## src/rtl/core/rgbhsv_pkg.sv

```systemverilog
`default_nettype none

package rgbhsv_pkg;

    // Default size of the hue circle
    localparam int HUE_FULL_CIRCLE_DEF = 360;

    // Channel and field widths
    localparam int CHAN_W = 8;
    localparam int HUE_W  = 9;

    // Saturation numerator: delta * 255
    localparam int SAT_NUM_W = 16;
    localparam int SAT_SCALE = 255;

    // Quotient bits, one divider stage each (covers both dividers)
    localparam int QUO_W = 8;

    // Channel that holds the maximum
    typedef enum logic [1:0] {
        SEC_RED   = 2'd0,
        SEC_GREEN = 2'd1,
        SEC_BLUE  = 2'd2
    } t_sector;

    typedef struct packed {
        logic [CHAN_W-1:0] red;
        logic [CHAN_W-1:0] green;
        logic [CHAN_W-1:0] blue;
    } t_rgb;

    typedef struct packed {
        logic [HUE_W-1:0]  hue;
        logic [CHAN_W-1:0] saturation;
        logic [CHAN_W-1:0] brightness;
    } t_hsv;

endpackage

`default_nettype wire

```

## src/rtl/core/rgb_to_hsv_convert.sv

```systemverilog
`default_nettype none

// RGB to HSV pixel converter. One pixel is taken at each clock edge where
// start is high; busy never rises, so a pixel can enter every cycle. Each
// result sits on o_hsv for exactly one cycle with o_strobe high, in input
// order. The pipeline holds two stages of max/min and operand setup, eight
// restoring-divider stages (one quotient bit each, hue and saturation
// dividers side by side) and one output stage. The receiver cannot stall:
// results must be taken as shown.
module rgb_to_hsv_convert #(
    parameter int HUE_FULL_CIRCLE = rgbhsv_pkg::HUE_FULL_CIRCLE_DEF
) (
    input  wire logic             i_clk,
    input  wire logic             i_rst_n,
    input  wire logic             start,
    output logic                  busy,
    input  wire rgbhsv_pkg::t_rgb i_pixel,
    output logic                  o_strobe,
    output rgbhsv_pkg::t_hsv      o_hsv
);
    import rgbhsv_pkg::*;

    localparam int SECTOR = (HUE_FULL_CIRCLE + 5) / 6;
    localparam int HNW    = $clog2(255 * SECTOR + 1);
    localparam int HXW    = HNW + CHAN_W;
    localparam int SXW    = SAT_NUM_W + CHAN_W;
    localparam int HSW    = HUE_W + 2;

    // Never hold off the source
    assign busy = 1'b0;

    // ---------------- Stage A: max, min, delta, sector ----------------
    logic              r_a_valid;
    logic [CHAN_W-1:0] r_a_hi;
    logic [CHAN_W-1:0] r_a_delta;
    t_sector           r_a_sec;
    t_rgb              r_a_pix;

    logic [CHAN_W-1:0] n_a_hi;
    logic [CHAN_W-1:0] n_a_lo;
    t_sector           n_a_sec;

    // Find extremes; red wins ties, then green
    always_comb begin
        n_a_hi  = i_pixel.red;
        n_a_lo  = i_pixel.red;
        if (i_pixel.green > n_a_hi) n_a_hi = i_pixel.green;
        if (i_pixel.blue  > n_a_hi) n_a_hi = i_pixel.blue;
        if (i_pixel.green < n_a_lo) n_a_lo = i_pixel.green;
        if (i_pixel.blue  < n_a_lo) n_a_lo = i_pixel.blue;
        if (i_pixel.red == n_a_hi) begin
            n_a_sec = SEC_RED;
        end else if (i_pixel.green == n_a_hi) begin
            n_a_sec = SEC_GREEN;
        end else begin
            n_a_sec = SEC_BLUE;
        end
    end

    always_ff @(posedge i_clk) begin
        if (!i_rst_n) begin
            r_a_valid <= 1'b0;
        end else begin
            r_a_valid <= start;
        end
        r_a_hi    <= n_a_hi;
        r_a_delta <= n_a_hi - n_a_lo;
        r_a_sec   <= n_a_sec;
        r_a_pix   <= i_pixel;
    end

    // ---------------- Stage B: operands for both dividers ----------------
    logic                 r_v    [QUO_W+1];
    logic [HNW-1:0]       r_hrem [QUO_W+1];
    logic [CHAN_W-1:0]    r_hden [QUO_W+1];
    logic [QUO_W-1:0]     r_hq   [QUO_W+1];
    logic [SAT_NUM_W-1:0] r_srem [QUO_W+1];
    logic [CHAN_W-1:0]    r_sden [QUO_W+1];
    logic [QUO_W-1:0]     r_sq   [QUO_W+1];
    logic [HUE_W-1:0]     r_base [QUO_W+1];
    logic                 r_neg  [QUO_W+1];
    logic [CHAN_W-1:0]    r_hi   [QUO_W+1];

    logic signed [CHAN_W:0] n_b_diff;
    logic [CHAN_W-1:0]      n_b_mag;
    logic [HUE_W-1:0]       n_b_base;

    // Pick channel difference and sector start
    always_comb begin
        case (r_a_sec)
            SEC_RED: begin
                n_b_diff = $signed({1'b0, r_a_pix.green}) - $signed({1'b0, r_a_pix.blue});
                n_b_base = '0;
            end
            SEC_GREEN: begin
                n_b_diff = $signed({1'b0, r_a_pix.blue}) - $signed({1'b0, r_a_pix.red});
                n_b_base = HUE_W'(2 * SECTOR);
            end
            default: begin
                n_b_diff = $signed({1'b0, r_a_pix.red}) - $signed({1'b0, r_a_pix.green});
                n_b_base = HUE_W'(4 * SECTOR);
            end
        endcase
        n_b_mag = n_b_diff[CHAN_W] ? CHAN_W'(-n_b_diff) : n_b_diff[CHAN_W-1:0];
    end

    // Load operands; a zero divisor becomes one over a zero numerator
    always_ff @(posedge i_clk) begin
        if (!i_rst_n) begin
            r_v[0] <= 1'b0;
        end else begin
            r_v[0] <= r_a_valid;
        end
        if (r_a_delta == '0) begin
            r_hrem[0] <= '0;
            r_hden[0] <= CHAN_W'(1);
            r_base[0] <= '0;
            r_neg[0]  <= 1'b0;
        end else begin
            r_hrem[0] <= HNW'(n_b_mag * SECTOR);
            r_hden[0] <= r_a_delta;
            r_base[0] <= n_b_base;
            r_neg[0]  <= n_b_diff[CHAN_W];
        end
        if (r_a_hi == '0) begin
            r_srem[0] <= '0;
            r_sden[0] <= CHAN_W'(1);
        end else begin
            r_srem[0] <= SAT_NUM_W'(r_a_delta * SAT_SCALE);
            r_sden[0] <= r_a_hi;
        end
        r_hq[0] <= '0;
        r_sq[0] <= '0;
        r_hi[0] <= r_a_hi;
    end

    // ---------------- Divider stages: one quotient bit each ----------------
    for (genvar k = 0; k < QUO_W; k++) begin : g_div
        localparam int J = QUO_W - 1 - k;

        logic [HXW-1:0] n_hsh;
        logic [SXW-1:0] n_ssh;
        logic           n_hge;
        logic           n_sge;

        // Trial subtract of the shifted divisor
        assign n_hsh = HXW'(r_hden[k]) << J;
        assign n_ssh = SXW'(r_sden[k]) << J;
        assign n_hge = HXW'(r_hrem[k]) >= n_hsh;
        assign n_sge = SXW'(r_srem[k]) >= n_ssh;

        always_ff @(posedge i_clk) begin
            if (!i_rst_n) begin
                r_v[k+1] <= 1'b0;
            end else begin
                r_v[k+1] <= r_v[k];
            end
            r_hrem[k+1] <= n_hge ? HNW'(HXW'(r_hrem[k]) - n_hsh) : r_hrem[k];
            r_srem[k+1] <= n_sge ? SAT_NUM_W'(SXW'(r_srem[k]) - n_ssh) : r_srem[k];
            r_hq[k+1]   <= r_hq[k] | (QUO_W'(n_hge) << J);
            r_sq[k+1]   <= r_sq[k] | (QUO_W'(n_sge) << J);
            r_hden[k+1] <= r_hden[k];
            r_sden[k+1] <= r_sden[k];
            r_base[k+1] <= r_base[k];
            r_neg[k+1]  <= r_neg[k];
            r_hi[k+1]   <= r_hi[k];
        end
    end

    // ---------------- Output stage: sign, offset, wrap ----------------
    logic signed [HSW-1:0] n_o_q;
    logic signed [HSW-1:0] n_o_hue;

    always_comb begin
        n_o_q   = $signed({{(HSW-QUO_W){1'b0}}, r_hq[QUO_W]});
        n_o_hue = $signed({2'b00, r_base[QUO_W]}) + (r_neg[QUO_W] ? -n_o_q : n_o_q);
        if (n_o_hue < 0) begin
            n_o_hue = n_o_hue + HSW'(HUE_FULL_CIRCLE);
        end
    end

    // Present each item for one cycle
    always_ff @(posedge i_clk) begin
        if (!i_rst_n) begin
            o_strobe <= 1'b0;
        end else begin
            o_strobe <= r_v[QUO_W];
        end
        o_hsv.hue        <= n_o_hue[HUE_W-1:0];
        o_hsv.saturation <= r_sq[QUO_W][CHAN_W-1:0];
        o_hsv.brightness <= r_hi[QUO_W];
    end

endmodule

`default_nettype wire

```

## config.mk

```make
export PLATFORM = sky130hd
export DESIGN_NAME = rgb_to_hsv_convert
export DESIGN_NICKNAME = d
export VERILOG_FILES = /design/src/rtl/core/rgbhsv_pkg.sv /design/src/rtl/core/rgb_to_hsv_convert.sv
export SDC_FILE = /design/constraint.sdc
export NUM_CORES = 1
export LEC_CHECK = 0
export BUFFER_PORTS_ARGS = -buffer_cell sky130_fd_sc_hd__buf_2
export CORE_ASPECT_RATIO = 0.7
export CORE_MARGIN = 4
export CORE_UTILIZATION = 30
export DETAILED_ROUTE_END_ITERATION = 10
export PLACE_DENSITY = 0.46
export SYNTH_ARGS = -nofsm -noshare
export SYNTH_HDL_FRONTEND = slang
export SYNTH_SLANG_ARGS = --single-unit
```

## constraint.sdc

```tcl
create_clock -name i_clk -period 9.4 [get_ports i_clk]
set_input_delay 1.88 -clock i_clk [delete_from_list [all_inputs] [get_ports i_clk]]
set_output_delay 1.88 -clock i_clk [all_outputs]
set_load 0.03 [all_outputs]
```

# == After elaboration in Yosys (flattened, before gate mapping) ==
# Memories as Yosys holds them, arrays and structs flattened. A register that Yosys moved wholly into a read port is not among the register bits.
# Index checks and enable logic that the tools add are counted.
# op_classes
addsub,24
multipliers,2
div_mod_pow,0
magnitude_cmp,21
eq_ne,3
n_shift,0
muxes,49
bitwise,31
n_reduce_logical,4
# ops
op,count
16-bit 2-to-1 mux,9
14-bit 2-to-1 mux,9
8-bit 2-to-1 mux,7
14-bit subtractor,2
8-bit by 8-bit subtractor with 9-bit output,3
1-bit 2-to-1 mux,18
9-bit 2-to-1 mux,2
9-bit one-hot mux with 2 select lines,1
8-bit == test,2
16-bit by 10-bit greater-or-equal comparator with 1-bit output,1
16-bit by 11-bit greater-or-equal comparator with 1-bit output,1
16-bit by 12-bit greater-or-equal comparator with 1-bit output,1
16-bit by 13-bit greater-or-equal comparator with 1-bit output,1
16-bit by 14-bit greater-or-equal comparator with 1-bit output,1
16-bit by 15-bit greater-or-equal comparator with 1-bit output,1
16-bit by 8-bit greater-or-equal comparator with 1-bit output,1
16-bit by 9-bit greater-or-equal comparator with 1-bit output,1
8-bit greater-than comparator,2
8-bit logical NOT,2
8-bit less-than comparator,2
"8-bit by 8-bit multiplier with 16-bit output, second input constant",1
8-bit by 1-bit bitwise OR with 8-bit output,2
8-bit by 2-bit bitwise OR with 8-bit output,2
8-bit by 3-bit bitwise OR with 8-bit output,2
41 further kinds,60
# word_totals
ff_bits,52
latchBits,0
mem_bits_rw,729
mem_bits_ro,0
out_inout_bits,27
mem_count,10
# memory_table
memory,words,word_bits,read_ports,rd_ports_with_merged_regs,write_ports,line_no,text
r_srem,9,16,8,0,9,rgb_to_hsv_convert.sv:77,logic [SAT_NUM_W-1:0] r_srem [QUO_W+1];
r_hrem,9,14,8,0,9,rgb_to_hsv_convert.sv:74,logic [HNW-1:0] r_hrem [QUO_W+1];
r_base,9,9,9,0,9,rgb_to_hsv_convert.sv:80,logic [HUE_W-1:0] r_base [QUO_W+1];
r_hden,9,8,8,0,9,rgb_to_hsv_convert.sv:75,logic [CHAN_W-1:0] r_hden [QUO_W+1];
r_hi,9,8,9,1,9,rgb_to_hsv_convert.sv:82,logic [CHAN_W-1:0] r_hi [QUO_W+1];
r_hq,9,8,9,0,9,rgb_to_hsv_convert.sv:76,logic [QUO_W-1:0] r_hq [QUO_W+1];
4 more memories,--,--,--,--,--,--,

# == Logic depth before layout (Yosys ltp) ==
# depth
depth_word,6
ltp_mapped,30
depth_no_buf,28

# == Worst setup path before layout ==
# No wires, ideal clock.
# synth_timing
path_type,input port to flip-flop
startpoint,input port i_pixel[20] (netlist name)
endpoint,register r_a_delta[7]
setup_time_ps,72
t_arrival_ps,7014
required_ps,9328
path_slack_ps,2313
path_stages,26
path_buffers,4
path_cell_list,clkbuf_1 inv_1 ha_1 inv_1 o311ai_4 o31ai_2 buf_2 mux2i_1 ha_1 a211o_1 o221ai_1 a21oi_1 o22ai_1 buf_2 buf_1 o21a_1 ha_1 nor2b_1 o21ai_0 a21boi_0 o21ai_0 nand2b_1 a21o_1 a21oi_1 xor2_1 xnor2_1
# synth_via
elab_chain_len,5
elab_cells_between_ends,9
cone_classes,add/sub (1); order compare (4); mux (4)
# synth_lines
item,line_no,text
from (decl),rgb_to_hsv_convert.sv:17,"input wire rgbhsv_pkg::t_rgb i_pixel,"
8-bit greater-than comparator,rgb_to_hsv_convert.sv:47,if (i_pixel.green > n_a_hi) n_a_hi = i_pixel.green;
8-bit 2-to-1 mux (*),rgb_to_hsv_convert.sv:47,
8-bit greater-than comparator,rgb_to_hsv_convert.sv:48,if (i_pixel.blue > n_a_hi) n_a_hi = i_pixel.blue;
8-bit 2-to-1 mux (*),rgb_to_hsv_convert.sv:48,
named net n_a_hi[1],rgb_to_hsv_convert.sv:39,logic [CHAN_W-1:0] n_a_hi;
8-bit subtractor (*),rgb_to_hsv_convert.sv:67,r_a_delta <= n_a_hi - n_a_lo;
to (signal assigned),rgb_to_hsv_convert.sv:67,
to (decl),rgb_to_hsv_convert.sv:35,logic [CHAN_W-1:0] r_a_delta;
# The timed path passes the listed nets; every way through them passes the cells marked *.
# A chain may end at the register's enable or synchronous reset.

# == Worst setup path after layout ==
# layout_timing
startpoint,input port i_pixel[18] (netlist name)
endpoint,register r_a_delta[7]
# The elaborated chain is that of the path after synthesis.

==> impl_metrics.py <==
metrics = {
    "critical_path": {
        "ff2ff_path_depth": 25,
        "r2r_start": "r_a_pix[16]",
        "reg2reg_slack_ns": 3.58,
        "timing.rr.end": "r_hrem[0][12]",
        "critical_path_class": "input pin to register",
        "cp_max_fo": 25,
        "worstPathRequired_ns": 9.94,
        "cp.arrival_ns": 7.45,
        "startpoint_type": "input pin",
        "end_kind": "register",
    },
    "floorplan": {
        "die_h_um": 252,
        "start_util": 0.303,
        "fp-row-count": 89,
        "ioPinCount": 54,
        "core_um2": 84300,
        "die_x_um": 357,
        "fp.dieArea_um2": 89900,
    },
    "synthesis": {
        "async_flop_share": 0,
        "yosys_warnings": 0,
        "synth_edf_count": 0,
        "synth.distinct_cells": 79,
        "syn_inst": 2505,
        "syn_avg_cell_area_um2": 10.2,
        "synth_seq_cells": 611,
        "seq_area_frac_synth": 0.479,
        "synth_ff_type": "dfxtp_1",
        "syn_nets": 2836,
        "syn_area_um2": 25500,
    },
    "clock_network": {
        "cts_buffers": 60,
        "clock_latency_ns": 0.62,
        "clk_pin_slew_worst_paths_ns": 0.06,
        "cts_tree": "yes",
        "cts_num_sinks": 611,
        "ctsLongestPathBuffers": 3,
        "cts_setup_buffers": 0,
        "cts_hold_buf": 0,
        "ctsResizeCount": 0,
        "cts-root-buf": "clkbuf_16",
        "cts_max_level": 2,
    },
    "hold_path": {
        "hold_path_end": "r_hq[0][46]",
        "min_path_cells": 0,
        "hold_start": "r_hq[0][38]",
        "hp-class": "register to register",
    },
    "drt": {
        "postRouteAntennaNets": 0,
        "viasPerCell": 4.32,
        "vias": 16300,
        "wire_per_inst_um": 13.8,
        "initialDrtViolationCount": 752,
        "drc": 0,
        "wirelength_um": 52200,
        "drtPass1Iterations": 4,
    },
    "sta": {
        "period_minus_slack_ns": 6.91,
        "finalMaxSlewViolations": 0,
        "finalCritPeriodShare": 0.735,
        "tightestPinTransition_ns": 1.10,
        "clock_skew_ns": 0.0183,
        "rsz0062_at_grt": "no",
        "finalSetupTns_ns": 0,
        "setup_violations": 0,
        "final-hold-violation-count": 0,
        "max_freq_ghz": 0.145,
        "maxSlewHeadroom": 0.261,
    },
    "place": {
        "place.gp.congestion": 0.782,
        "port-buffer-count": 52,
        "dp_hpwl_um": 40600,
    },
    "global_routing": {
        "grt_start_max_net_pins": 26,
        "antenna_found_initial": 3,
        "grt_pass1_wl_um": 87700,
        "grt_pass1_vias": 17000,
        "globalRouteOverflowTotal": 0,
        "grt_use_total": 0.118,
    },
    "flow_run": {
        "maxCapViolations": 0,
    },
    "final_layout": {
        "drive_gt1_frac": 0.0838,
        "layout_common_cells": "611 x dfxtp_1, 344 x inv_1, 244 x ha_1",
        "syn2layout_area_growth_pct": 14.4,
        "final_common_cell": "dfxtp_1",
        "final_nets": 2918,
    },
    "run_status": {
        "status": "completed",
    },
}
[cell type report]
cell class | instances | area (µm²)
Clock inverter | 29 | 402
Timing Repair Buffer | 58 | 305
Antenna cell | 1 | 2.50
Sequential cell | 611 | 12200
Tap cell | 1137 | 1420
Multi-Input combinational cell | 1512 | 11800
Inverter | 344 | 1290
Clock buffer | 82 | 1710
Fill cell | 8469 | 55100
[sequential cells by signal, summed over array words and instances, names as in the netlist]
register and count:
r_a_delta 8, r_hrem 97, r_hq 36, r_hi 72, r_hden 64, r_a_sec 2
r_a_hi 8, o_strobe 1, r_a_valid 1, r_v 9, r_srem 128, r_base 27
r_sq 36, r_neg 9, o_hsv 25, r_sden 64, r_a_pix 24
[synth_stat cells, drive strengths merged (3+ instances only)]
cell | instances | area, µm²
nand2 | 90 | 338
nand3 | 22 | 110
or4 | 4 | 30.0
or2 | 5 | 31.3
nor3 | 36 | 185
dfxtp | 611 | 12200
buf | 12 | 65.1
a211oi | 8 | 82.6
fa | 60 | 1200
a211o | 3 | 26.3
o21bai | 9 | 67.6
nand3b | 3 | 22.5
ha | 244 | 3050
inv | 344 | 1290
a21boi | 33 | 248
a311o | 3 | 30.0
o31ai | 16 | 144
nor4 | 22 | 138
o211ai | 5 | 37.5
or3 | 13 | 81.3
and4 | 3 | 26.3
a21o | 34 | 257
nand2b | 39 | 244
o31a | 3 | 26.3
nor4b | 6 | 52.6
o311ai | 3 | 51.3
xor2 | 62 | 543
a31oi | 7 | 50.1
o41ai | 3 | 26.3
nor2b | 51 | 327
and2 | 23 | 144
clkbuf | 26 | 108
mux2i | 29 | 290
o22ai | 4 | 25.0
o21a | 26 | 195
nand4b | 6 | 52.6
xnor2 | 103 | 917
a21oi | 136 | 692
o21ai | 118 | 591
mux2 | 37 | 420
nor2 | 199 | 749
nand4 | 24 | 150
[worst max-delay path by stage]
stage,startpoint,slack [ns],to,cells after the start
finish,i_pixel[18],2.49,r_a_delta[7],28
global route,i_pixel[18],2.07,r_a_delta[7],28
CTS,i_pixel[18],2.54,r_a_delta[7],28
detailed placement,i_pixel[18],1.88,r_a_delta[7],28
global placement,i_pixel[18],1.87,r_a_delta[7],28
floorplan,i_pixel[20],2.31,r_a_delta[7],26
[metrics by stage]
step | cell area, µm² | hold slack [ns] | std cells | worst slack [ns] | utilization
floorplan | 25500 | 0.310 | 2505 | 2.31 | -
finish | 29200 | 0.313 | 3774 | 2.49 | 0.346
global placement | 27100 | 0.310 | 3662 | 1.87 | 0.321
global route | 29200 | 0.321 | 3773 | 2.07 | 0.346
CTS | 29200 | 0.303 | 3773 | 2.54 | 0.346
detailed placement | 27100 | 0.312 | 3662 | 1.88 | 0.321
[critical path, cell delays in order]
cell	delay (ns)
buf_2	0.16
inv_1	0.09
ha_1	0.30
nand3_1	0.14
o221a_2	0.31
o311ai_4	0.62
o31ai_2	0.14
buf_4	0.24
a21oi_1	0.32
ha_1	0.31
nor2b_1	0.13
o21a_1	0.16
o21ai_0	0.14
a21oi_1	0.08
o22ai_1	0.15
buf_4	0.30
nand2_1	0.09
o21a_1	0.14
ha_1	0.29
nor2b_1	0.13
o21ai_0	0.23
a21boi_0	0.16
o21ai_0	0.17
nand2b_1	0.10
a21o_1	0.19
a21oi_1	0.16
xor2_1	0.18
xnor2_1	0.13
[cell families (layout without fill, tap and decap cells)]
group                      count (synthesis)  in the layout  share of synthesized area
AOI/OAI and AO/OA                        426            426                      0.106
xor gates and xnor gates                 165            165                     0.0572
adders and majority gates                304            304                      0.167
buffers and inverters                    382            513                     0.0573
DFF                                      611            611                      0.479
muxes                                     66             66                     0.0278
other                                      1              2                   0.000147
and+or+nand+nor                          550            550                      0.106
[routing by layer]
layer	share of wire	track usage	routed length (µm)	vias to the layer above
li1	-	-	-	8451
met1	0.53	0.174	27800	7571
met2	0.41	0.178	21300	204
met3	0.038	0.0222	1970	85
met4	0.020	0.0315	1060	2
met5	0.00025	0	13	-
Power is left out: the tool's default activity adds up to more than one toggle a clock period on the data nets, which glitch-free logic cannot reach.
